[config.mk]
export PLATFORM = sky130hd
export DESIGN_NAME = tss_ctrl
export DESIGN_NICKNAME = d
export VERILOG_FILES = /design/src/rtl/core/tss_pkg.sv /design/src/rtl/core/tss_ctrl.sv
export SDC_FILE = /design/constraint.sdc
export NUM_CORES = 1
export LEC_CHECK = 0
export BUFFER_PORTS_ARGS = -buffer_cell sky130_fd_sc_hd__buf_2
export CAP_MARGIN = 10
export CORE_AREA = 2 2 39 41
export DETAILED_ROUTE_END_ITERATION = 7
export DIE_AREA = 0 0 41 43
export GPL_ROUTABILITY_DRIVEN = 0
export GPL_TIMING_DRIVEN = 0
export PLACE_DENSITY = 0.41
export SETUP_SLACK_MARGIN = 0.02
export SKIP_LAST_GASP = 1
export SLEW_MARGIN = 20
export SYNTH_ARGS = -nofsm -noshare
export SYNTH_HDL_FRONTEND = slang
export SYNTH_SLANG_ARGS = --single-unit
export TNS_END_PERCENT = 1
[constraint.sdc]
create_clock -name clk_i -period 1.1 [get_ports clk_i]
set_input_delay 0.055 -clock clk_i [delete_from_list [all_inputs] [get_ports clk_i]]
set_output_delay 0.055 -clock clk_i [all_outputs]
set_load 0.03 [all_outputs]
[src/rtl/core/tss_pkg.sv]
// ----------------------------------------------------------------------------
// tss_pkg
// Shared types and constants for the timed setpoint sequencer.
// ----------------------------------------------------------------------------
package tss_pkg;

  localparam int unsigned TableDepth = 256;
  localparam int unsigned IdxW       = $clog2(TableDepth);
  localparam int unsigned CountW     = $clog2(TableDepth + 1);

  localparam int unsigned ActionW    = 2;
  localparam int unsigned TimeW      = 64;
  localparam int unsigned OffsetW    = 32;
  localparam int unsigned AngleW     = 16;
  localparam int unsigned StatusW    = 3;
  localparam int unsigned EntryNumW  = 9;
  localparam int unsigned WordW      = OffsetW + 2 * AngleW;

  typedef enum logic [ActionW-1:0] {
    ActAdd   = 2'd0,
    ActBegin = 2'd1,
    ActEnd   = 2'd2,
    ActTick  = 2'd3
  } action_e;

  typedef enum logic [StatusW-1:0] {
    StsNone     = 3'd0,
    StsFired    = 3'd1,
    StsFinished = 3'd2,
    StsStored   = 3'd3,
    StsFull     = 3'd4
  } status_e;

  typedef enum logic [2:0] {
    StIdle = 3'b001,
    StEval = 3'b010,
    StOut  = 3'b100
  } state_e;

  typedef struct packed {
    status_e               status;
    logic [AngleW-1:0]     first_angle;
    logic [AngleW-1:0]     second_angle;
    logic [EntryNumW-1:0]  entry_number;
  } out_item_t;

  // controller to datapath
  typedef struct packed {
    logic load;   // take the input transaction
    logic eval;   // compare the fetched entry against elapsed time
  } cmd_t;

  // datapath to controller
  typedef struct packed {
    logic need_read;  // current input is a tick that has to fetch an entry
  } sts_t;

endpackage

[src/rtl/core/tss_ctrl.sv]
// ----------------------------------------------------------------------------
// tss_ctrl
// Sequencing state machine: accept, optional compare step, result hold.
// ----------------------------------------------------------------------------
module tss_ctrl (
  input  logic             clk_i,
  input  logic             rst_ni,
  input  logic             in_valid_i,
  output logic             in_ready_o,
  output logic             out_valid_o,
  input  logic             out_ready_i,
  input  tss_pkg::sts_t    sts_i,
  output tss_pkg::cmd_t    cmd_o
);

  tss_pkg::state_e state_q, state_d;

  always_comb begin
    state_d = state_q;
    cmd_o   = '0;
    case (state_q)
      tss_pkg::StIdle: begin
        if (in_valid_i) begin
          cmd_o.load = 1'b1;
          state_d    = sts_i.need_read ? tss_pkg::StEval : tss_pkg::StOut;
        end
      end
      tss_pkg::StEval: begin
        cmd_o.eval = 1'b1;
        state_d    = tss_pkg::StOut;
      end
      tss_pkg::StOut: begin
        if (out_ready_i) begin
          state_d = tss_pkg::StIdle;
        end
      end
      default: begin
        state_d = tss_pkg::StIdle;
      end
    endcase
  end

  assign in_ready_o  = (state_q == tss_pkg::StIdle);
  assign out_valid_o = (state_q == tss_pkg::StOut);

  always_ff @(posedge clk_i or negedge rst_ni) begin
    if (!rst_ni) begin
      state_q <= tss_pkg::StIdle;
    end else begin
      state_q <= state_d;
    end
  end

endmodule

-- Yosys cells after proc, flatten, opt, wreduce, memory -nomap -nowiden
Cells that the tools add are included.
- bits in registers: 3
- bits of input ports: 5
- output and inout port bits: 4
- word-level logic and storage cells: 14
- equality and inequality tests: 5
- multiplexer cells: 7
- reductions and logical operators: 1
- operator list (cell ; count):
    two-way mux 3 bit ; 3
    case mux 3 bit (3 select lines) ; 1
    == test 3 x 1 -> 1 bit (second input constant) ; 1
    == test 3 x 2 -> 1 bit (second input constant) ; 1
    == test 3 bit (second input constant) ; 1
    two-way mux 1 bit ; 3
    inequality test 2 x 1 -> 1 bit (second input constant) ; 1
    inequality test 2 bit (second input constant) ; 1
    AND reduction 2 bit ; 1

-- Longest topological paths before layout
Gate-level depths: netlist of the first run.
- word-level depth: 3
- mapped depth: 2
- mapped depth without buffers: 2

-- Worst setup path after synthesis of the first run
No wires, ideal clock.
- path kind: flip-flop to output port
- from: register state_q[0]
- to: output port in_ready_o
- data arrival time: 1.296 ns
- setup slack: -0.251 ns
- stages on the path, launching flop included: 2
- path buffers: 0
- path through: dfstp_2 nor3b_1
- cells in the longest elaborated chain, start to end: 1
- RTL lines (item ; RTL line ; text):
    start: declaration ; tss_ctrl.sv:16 ; tss_pkg::state_e state_q, state_d;
    start signal: assignment ; tss_ctrl.sv:48 ; state_q <= tss_pkg::StIdle;
    start signal: assignment ; tss_ctrl.sv:50 ; state_q <= state_d;
    == test 3 x 1 -> 1 bit ; tss_ctrl.sv:43 ; assign in_ready_o = (state_q == tss_pkg::StIdle);
    end: declaration ; tss_ctrl.sv:9 ; output logic in_ready_o,
No other way between the ends.

==> results of run 1 <==
## worst max-delay path: stages (launching register included)
cell	delay, ps
dfstp_2	560
and4bb_2	260
buf_6	130
## cell type report
cell class / count / area [um2]
clock buffers: 4 / 26.3
repair buffers: 10 / 63.8
multi-input cells: 10 / 86.3
fillers: 156 / 1110
flip-flops and latches: 3 / 76.3
well taps: 16 / 20.0
## power by group
group | internal (uW) | total, uW | switching [uW]
Sequential | 165 | 225 | 60.0
Combinational | 153 | 325 | 172
Clock | 136 | 189 | 53.5
## kinds of logic (layout without fill, tap and decap cells)
group | Yosys count | count (layout) | share of synthesized area
AOI/OAI and AO/OA | 1 | 1 | 0.0556
buffers and inverters | 0 | 14 | 0
DFF | 3 | 3 | 0.484
and+or+nand+nor | 9 | 9 | 0.460
## timing repair
action | in CTS | in global routing
hold buffers | 1 | 0
pin swaps | 1 | 0
setup endpoints to repair | 4 | 7
endpoints found under the hold margin | 3 | 0
gates resized for setup | 2 | 0
buffers inserted | 1 | 0
## stage by stage
stage | total power (uW) | instances | utilization | hold slack, ps
after floorplan | 430 | 13 | - | -241
after global placement | 507 | 37 | 0.161 | -145
after detailed placement | 513 | 37 | 0.161 | -142
after CTS | 758 | 43 | 0.197 | 50.4
after global routing | 795 | 43 | 0.197 | 53.2
final | 739 | 43 | 0.197 | 59.2
## worst min-delay path by stage
stage / endpoint / slack (ps) / depth (start not counted)
after floorplan: state_q[1] / -240 / 0
after global placement: state_q[1] / -150 / 1
after detailed placement: state_q[1] / -140 / 1
after CTS: state_q[1] / 50 / 2
after global routing: state_q[1] / 50 / 2
final: state_q[1] / 60 / 2
## per-layer routing
| metal | global-route usage | part of all wire | vias up |
|---|---|---|---|
| met5 | 0 | 0 | - |
| met4 | 0.0800 | 0 | 0 |
| met3 | 0.0157 | 0.14 | 0 |
| met2 | 0.0469 | 0.34 | 9 |
| met1 | 0.0871 | 0.52 | 67 |
| li1 | - | - | 80 |
## cell usage in the layout (no fill, tap or decap), drive strengths merged
cell         Yosys  layout
a211o            1       1
and2             1       1
and3b            1       1
and4bb           1       1
buf              0       9
clkbuf           0       4
dfrtp            2       2
dfstp            1       1
dlygate4sd3      0       1
nor2             1       1
nor3             1       1
nor3b            3       3
nor4b            1       1
==> impl_metrics.json, run 1 <==
{
  "status": "complete, but fails checks",
  "vias": 156,
  "top_regs": "state_q x3",
  "ys_async_sr_fraction": 1.00,
  "slew_viol_final": 0,
  "clockBufferDepth": 2,
  "reg2reg_to": "state_q[1]",
  "fin_ws_ps": -138,
  "route.detailed.drc": 0,
  "drt_iter0_drc": 0,
  "ios": 9,
  "criticalPathCategory": "register to output pin",
  "finalInstanceArea_um2": 273,
  "start_kind": "register",
  "crit_start": "state_q[0]",
  "grt_use_total": 0.0573,
  "synth_nets": 18,
  "netlist_area_um2": 158,
  "syn-instance-count": 13,
  "synth-edff-count": 0,
  "overflow": 0,
  "critPathMaxFanout": 6,
  "largest_reg_flops": 3,
  "crit_end": "cmd_o[1]",
  "min_from": "sts_i",
  "setup_tns_ps": -428,
  "ys_ff_latch": 3,
  "tightest_slew_ps": 363,
  "grt_setup_unrepaired": "yes",
  "clk_latency_ps": 230,
  "violations": "negative setup slack",
  "clk_pin_slew_ps": 40,
  "initial_utilization": 0.114,
  "grt_max_degree": 7,
  "finalNetCount": 33,
  "dpl-instance-area_um2": 223,
  "netlist.area_leader.share": 0.317,
  "r2r_start": "state_q[0]",
  "yosys.area.top_type": "dfrtp_1",
  "synth_common_cells": "dfrtp_1 (2), nor3b_1 (2)",
  "crit_required_ps": 1040,
  "irDropWorstVdd_mv": 0.748,
  "dieWidth_um": 41,
  "seq_area_frac_synth": 0.484,
  "antenna_found_initial": 0,
  "cts_buffers": 3,
  "clock-sinks": 3,
  "p_leak_uw": 0.000132,
  "synth_ff_type": "dfrtp_1",
  "regMostFlops": "state_q",
  "period_needed_ps": 1240,
  "antenna_cells": 0,
  "wl_um": 408,
  "syn2layout_area_growth_pct": 73.0,
  "post-route-period-util": 1.13,
  "synth_area_leaders": "dfrtp_1 (32%), dfstp_2 (17%), nor3b_1 (9.5%)",
  "core_um2": 1380,
  "endpoint_kind": "output pin",
  "worst-r2r-cell-count": 3,
  "crit_arrival_ps": 1180,
  "num_rows": 14,
  "cts_tree": "yes",
  "syn_avg_cell_area_um2": 12.1,
  "drv_cap": 0,
  "final-hold-violation-count": 0,
  "dr.pass1.iters": 1,
  "wire_per_inst_um": 9.49,
  "synth.distinct_cells": 11,
  "max_freq_mhz": 807,
  "grt_pass1_wl_um": 621,
  "ant_nets": 0,
  "die_height_um": 43,
  "yosys_warnings": 0,
  "hp-class": "input pin to register",
  "htreeDepth": 1,
  "place_ws_ps": 17.4,
  "vias_per_cell": 3.63,
  "root_buffer": "clkbuf_4",
  "skew_ps": 1.76,
  "max_slew_margin": 0.754,
  "dieArea_um2": 1760,
  "setup_viol": 5,
  "powerDensity_nw_per_um2": 2710,
  "drive_above_1_share": 0.593,
  "port_buffers": 8,
  "reg2reg_slack_ps": -10,
  "grt_pass1_vias": 154
}
(Power assumes the default switching activity.)
==> run 2, diff against run 1 <==
RECOVER_POWER = 100   (was default)
TNS_END_PERCENT = 30   (was 1)
==> run 2 against run 1 <==
  * The flow still finishes with violations (negative setup slack)
  * Largest cell class unchanged
  * Final cell count is the same
  * Critical path type unchanged
  * Clock skew is the same
  * Setup slack gained 2.1 ps
  * Sequential power is essentially flat
==> impl_metrics.json, run 2 (same netlist as run 1, synthesis figures left out) <==
{
  "ios": 9,
  "seq_power_share": 0.302,
  "regMostFlops": "state_q",
  "slowest_stage": "dfstp_2",
  "largest_reg_flops": 3,
  "critPathMaxFanout": 6,
  "clk_pin_slew_ps": 40,
  "die_height_um": 43,
  "crit_chain": "and4bb_2 -> buf_6",
  "reg2reg_slack_ps": -10,
  "antenna_cells": 0,
  "endpoint_kind": "output pin",
  "max_freq_mhz": 809,
  "crit_end": "cmd_o[1]",
  "overflow": 0,
  "hp-class": "input pin to register",
  "clkPwrFrac": 0.256,
  "fin_cells": 43,
  "p_sw_uw": 285,
  "setup_tns_ps": -402,
  "num_rows": 14,
  "root_buffer": "clkbuf_4",
  "mostFrequentLayoutCell": "buf_2",
  "irDropWorstVdd_mv": 0.747,
  "post-place-cells": 37,
  "total_power_uw": 740,
  "worst-r2r-cell-count": 3,
  "core_um2": 1380,
  "route.detailed.drc": 0,
  "wire_per_inst_um": 9.33,
  "crit_required_ps": 1040,
  "crit_start": "state_q[0]",
  "status": "complete, but fails checks",
  "slew_viol_final": 0,
  "powerDensity_nw_per_um2": 2700,
  "num-fill-cells": 156,
  "p_leak_uw": 0.000129,
  "clock-sinks": 3,
  "setup_viol": 5,
  "htreeDepth": 1,
  "cts_tree": "yes",
  "whs_ps": 59.2,
  "grt_use_total": 0.0573,
  "fin_util": 0.198,
  "criticalPathCategory": "register to output pin",
  "max_slew_margin": 0.754,
  "dieWidth_um": 41,
  "grt_pass1_vias": 154,
  "initial_utilization": 0.114,
  "layout_common_cells": "buf_2 (5), clkbuf_4 (4), nor3b_2 (2), clkbuf_1 (2), dfrtp_1 (2)",
  "grt_pass1_wl_um": 621,
  "reg2reg_to": "state_q[1]",
  "grt_max_degree": 7,
  "combPwrFrac": 0.442,
  "top_regs": "state_q x3",
  "period_needed_ps": 1240,
  "start_kind": "register",
  "post-route-period-util": 1.12,
  "p_int_uw": 455,
  "tightest_slew_ps": 363,
  "drt_iter0_drc": 0,
  "vias_per_cell": 3.58,
  "drive_above_1_share": 0.556,
  "dr.pass1.iters": 1,
  "violations": "negative setup slack",
  "cts_buffers": 3,
  "clockBufferDepth": 2,
  "drv_cap": 0,
  "ant_nets": 0,
  "fin_ws_ps": -136,
  "antenna_found_initial": 0,
  "r2r_start": "state_q[0]",
  "cpLargestDelayFamily": "flip-flops",
  "cp_num_buf_inv": 1,
  "max_stage_delay_ps": 560,
  "finalNetCount": 33,
  "clk_latency_ps": 230,
  "path_depth": 2,
  "skew_ps": 1.76,
  "grt_setup_unrepaired": "yes",
  "wl_um": 401,
  "syn2layout_area_growth_pct": 73.8,
  "final-hold-violation-count": 0,
  "port_buffers": 8,
  "vias": 154,
  "dieArea_um2": 1760,
  "swShare": 0.385,
  "crit_arrival_ps": 1180
}
-- run 2: cell count changes in the layout (fill, tap and decap cells not counted), sizes merged --
cell,before,now
buf,9,7
clkbuf,4,6
-- run 2: metal layers --
layer | share of wire | vias to the layer above | track usage
met4 | 0 | 0 | 0.0800
met3 | 0.14 | 0 | 0.0157
met2 | 0.36 | 9 | 0.0469
met5 | 0 | - | 0
li1 | - | 80 | -
met1 | 0.50 | 65 | 0.0871
-- run 2: cell type report --
type	count	area, um2	share of cell area
clock buffer	4	26.3	0.0959
multi-input combinational	10	86.3	0.315
sequential	3	76.3	0.279
tap	16	20.0	0.0731
timing repair buffer	10	65.1	0.237
-- run 2: how the worst min path moves through the flow --
stage | startpoint | to | slack [ps] | depth (start not counted)
finish | sts_i | state_q[1] | 60 | 2
global placement | rst_ni | state_q[1] | -150 | 1
CTS | sts_i | state_q[1] | 50 | 2
global route | sts_i | state_q[1] | 50 | 2
detailed placement | rst_ni | state_q[1] | -140 | 1
floorplan | rst_ni | state_q[1] | -240 | 0
-- run 2: power groups by stage --
| stage | sequential (uW) | combinational, uW | clock, uW |
|---|---|---|---|
| 2_1_floorplan | 212 | 219 | 0 |
| 3_3_place_gp | 222 | 285 | 0 |
| 3_5_place_dp | 225 | 288 | 0 |
| 4_1_cts | 224 | 331 | 203 |
| 5_1_grt | 235 | 348 | 214 |
| 6_report | 224 | 327 | 189 |
-- run 2: what timing repair did --
action / in CTS / in global routing
setup endpoints to repair: 4 / 7
resized for setup: 2 / 1
pin swaps: 1 / 1
setup buffers: 1 / 0
endpoints found under the hold margin: 3 / 0
hold buffers: 1 / 0
-- run 2: worst register-to-register path: cells and delay by family, from the launching register on --
family                 cells  cell delay [ps]
buffers and inverters      1              120
AND/OR/NAND/NOR            2              370
flip-flops                 1              560
-- run 2: stage by stage --
step                instance area (um2)  worst slack, ps
floorplan                           163             -116
global placement                    223             24.9
detailed placement                  223             17.4
CTS                                 273             -152
global route                        274             -191
finish                              274             -136
==> run 3, diff against run 2 <==
TNS_END_PERCENT = default   (was 30)
clock period = 1.4 ns   (was 1.1 ns; I/O delays follow)
==> run 3 against run 2 <==
  * The run now ends clean
  * Setup slack improved by 210 ps
  * Final cell count decreased by 2.3%
  * Via count is 1.3% lower
  * Combinational power decreased by 29%
  * Clock skew up 1.4 ps
  * First-iteration DRC count rose by 2
  * Largest cell class unchanged
  * Largest power group unchanged
==> impl_metrics.json, run 3 (same netlist as run 1, synthesis figures left out) <==
{
  "cts_setup_buffers": 0,
  "initial_utilization": 0.114,
  "crit_required_ps": 1330,
  "grt_setup_unrepaired": "no",
  "dieArea_um2": 1760,
  "wl_um": 385,
  "reg2reg_slack_ps": 370,
  "multiInputGateArea_um2": 81.3,
  "skew_ps": 3.12,
  "tightest_slew_ps": 347,
  "finalNetCount": 32,
  "final-hold-violation-count": 0,
  "dr.pass1.iters": 2,
  "cts_buffers": 3,
  "vias_per_cell": 3.62,
  "setup_viol": 0,
  "top_regs": "state_q x3",
  "largest_reg_flops": 3,
  "status": "completed",
  "cp_num_buf_inv": 1,
  "holdPathStages": 2,
  "p_leak_uw": 0.000116,
  "hold_end": "state_q[1]",
  "post-route-period-util": 0.946,
  "num-fill-cells": 152,
  "reg2reg_to": "state_q[2]",
  "endpoint_kind": "output pin",
  "regMostFlops": "state_q",
  "period_needed_ps": 1330,
  "crit_arrival_ps": 1260,
  "htreeDepth": 1,
  "grt_pass1_wl_um": 579,
  "post-place-cells": 37,
  "grt_use_total": 0.0543,
  "hp-class": "input pin to register",
  "max_slew_margin": 0.766,
  "fin_cells": 42,
  "irDropWorstVdd_mv": 0.428,
  "overflow": 0,
  "port_buffers": 8,
  "crit_start": "state_q[0]",
  "die_height_um": 43,
  "fin_util": 0.184,
  "slew_viol_final": 0,
  "crit_chain": "and4bb_2 -> buf_2",
  "layout_common_cells": "buf_2 (4), clkbuf_4 (3), clkbuf_1 (3), nor3b_1 (2), dfrtp_1 (2)",
  "vias": 152,
  "max_stage_delay_ps": 560,
  "slowest_stage": "dfstp_2",
  "grt_pass1_vias": 150,
  "drv_cap": 0,
  "min_from": "sts_i",
  "max_freq_mhz": 755,
  "place_ws_ps": 311,
  "mostFrequentLayoutCell": "buf_2",
  "root_buffer": "clkbuf_4",
  "syn2layout_area_growth_pct": 61.1,
  "clock-sinks": 3,
  "grt_max_degree": 7,
  "clockBufferDepth": 2,
  "antenna_cells": 0,
  "powerDensity_nw_per_um2": 2180,
  "worst-r2r-cell-count": 2,
  "wire_per_inst_um": 9.17,
  "critPathMaxFanout": 6,
  "ios": 9,
  "r2r_start": "state_q[0]",
  "setup_tns_ps": 0,
  "cpLargestDelayFamily": "flip-flops",
  "num_rows": 14,
  "route.detailed.drc": 0,
  "drive_above_1_share": 0.462,
  "drt_iter0_drc": 2,
  "criticalPathCategory": "register to output pin",
  "cts_tree": "yes",
  "clk_latency_ps": 230,
  "core_um2": 1380,
  "ant_nets": 0,
  "start_kind": "register",
  "clk_pin_slew_ps": 40,
  "fin_ws_ps": 74.9,
  "regArea_um2": 76.3,
  "antenna_found_initial": 0,
  "dieWidth_um": 41
}
run 3: routing by layer:
layer,global-route usage,part of all wire,vias up
met5,0,0,-
met4,0.0800,0,0
met1,0.0615,0.43,68
met2,0.0625,0.43,8
met3,0.0157,0.15,0
li1,-,-,76
run 3: timing repair:
action	in CTS	in global routing
endpoints found under the setup margin	0	2
hold buffers	1	0
hold endpoints to repair	3	0
resized for setup	0	2
run 3: worst max path at each step:
| stage | depth (start not counted) | end | slack [ps] |
|---|---|---|---|
| global route | 2 | cmd_o[1] | 10 |
| detailed placement | 2 | cmd_o[1] | 310 |
| global placement | 2 | cmd_o[1] | 320 |
| CTS | 2 | cmd_o[1] | 60 |
| floorplan | 1 | in_ready_o | 30 |
| finish | 2 | cmd_o[1] | 70 |
run 3: cell type report:
| cell class | instances | area share |
|---|---|---|
| multi-input cells | 10 | 0.320 |
| flip-flops and latches | 3 | 0.300 |
| repair buffers | 9 | 0.197 |
| clock buffers | 4 | 0.103 |
| well taps | 16 | 0.0788 |
run 3: power by group:
| group | internal (uW) | total (uW) | switching [uW] |
|---|---|---|---|
| sequential | 130 | 175 | 45.4 |
| clock | 107 | 148 | 41.5 |
| combinational | 98.1 | 231 | 133 |
run 3: through the flow:
step	hold WS (ps)	instance area, um2	total power [uW]
detailed placement	-131	218	396
floorplan	-226	158	329
global placement	-133	218	390
finish	75.0	254	554
global route	69.7	254	598
CTS	68.2	254	555
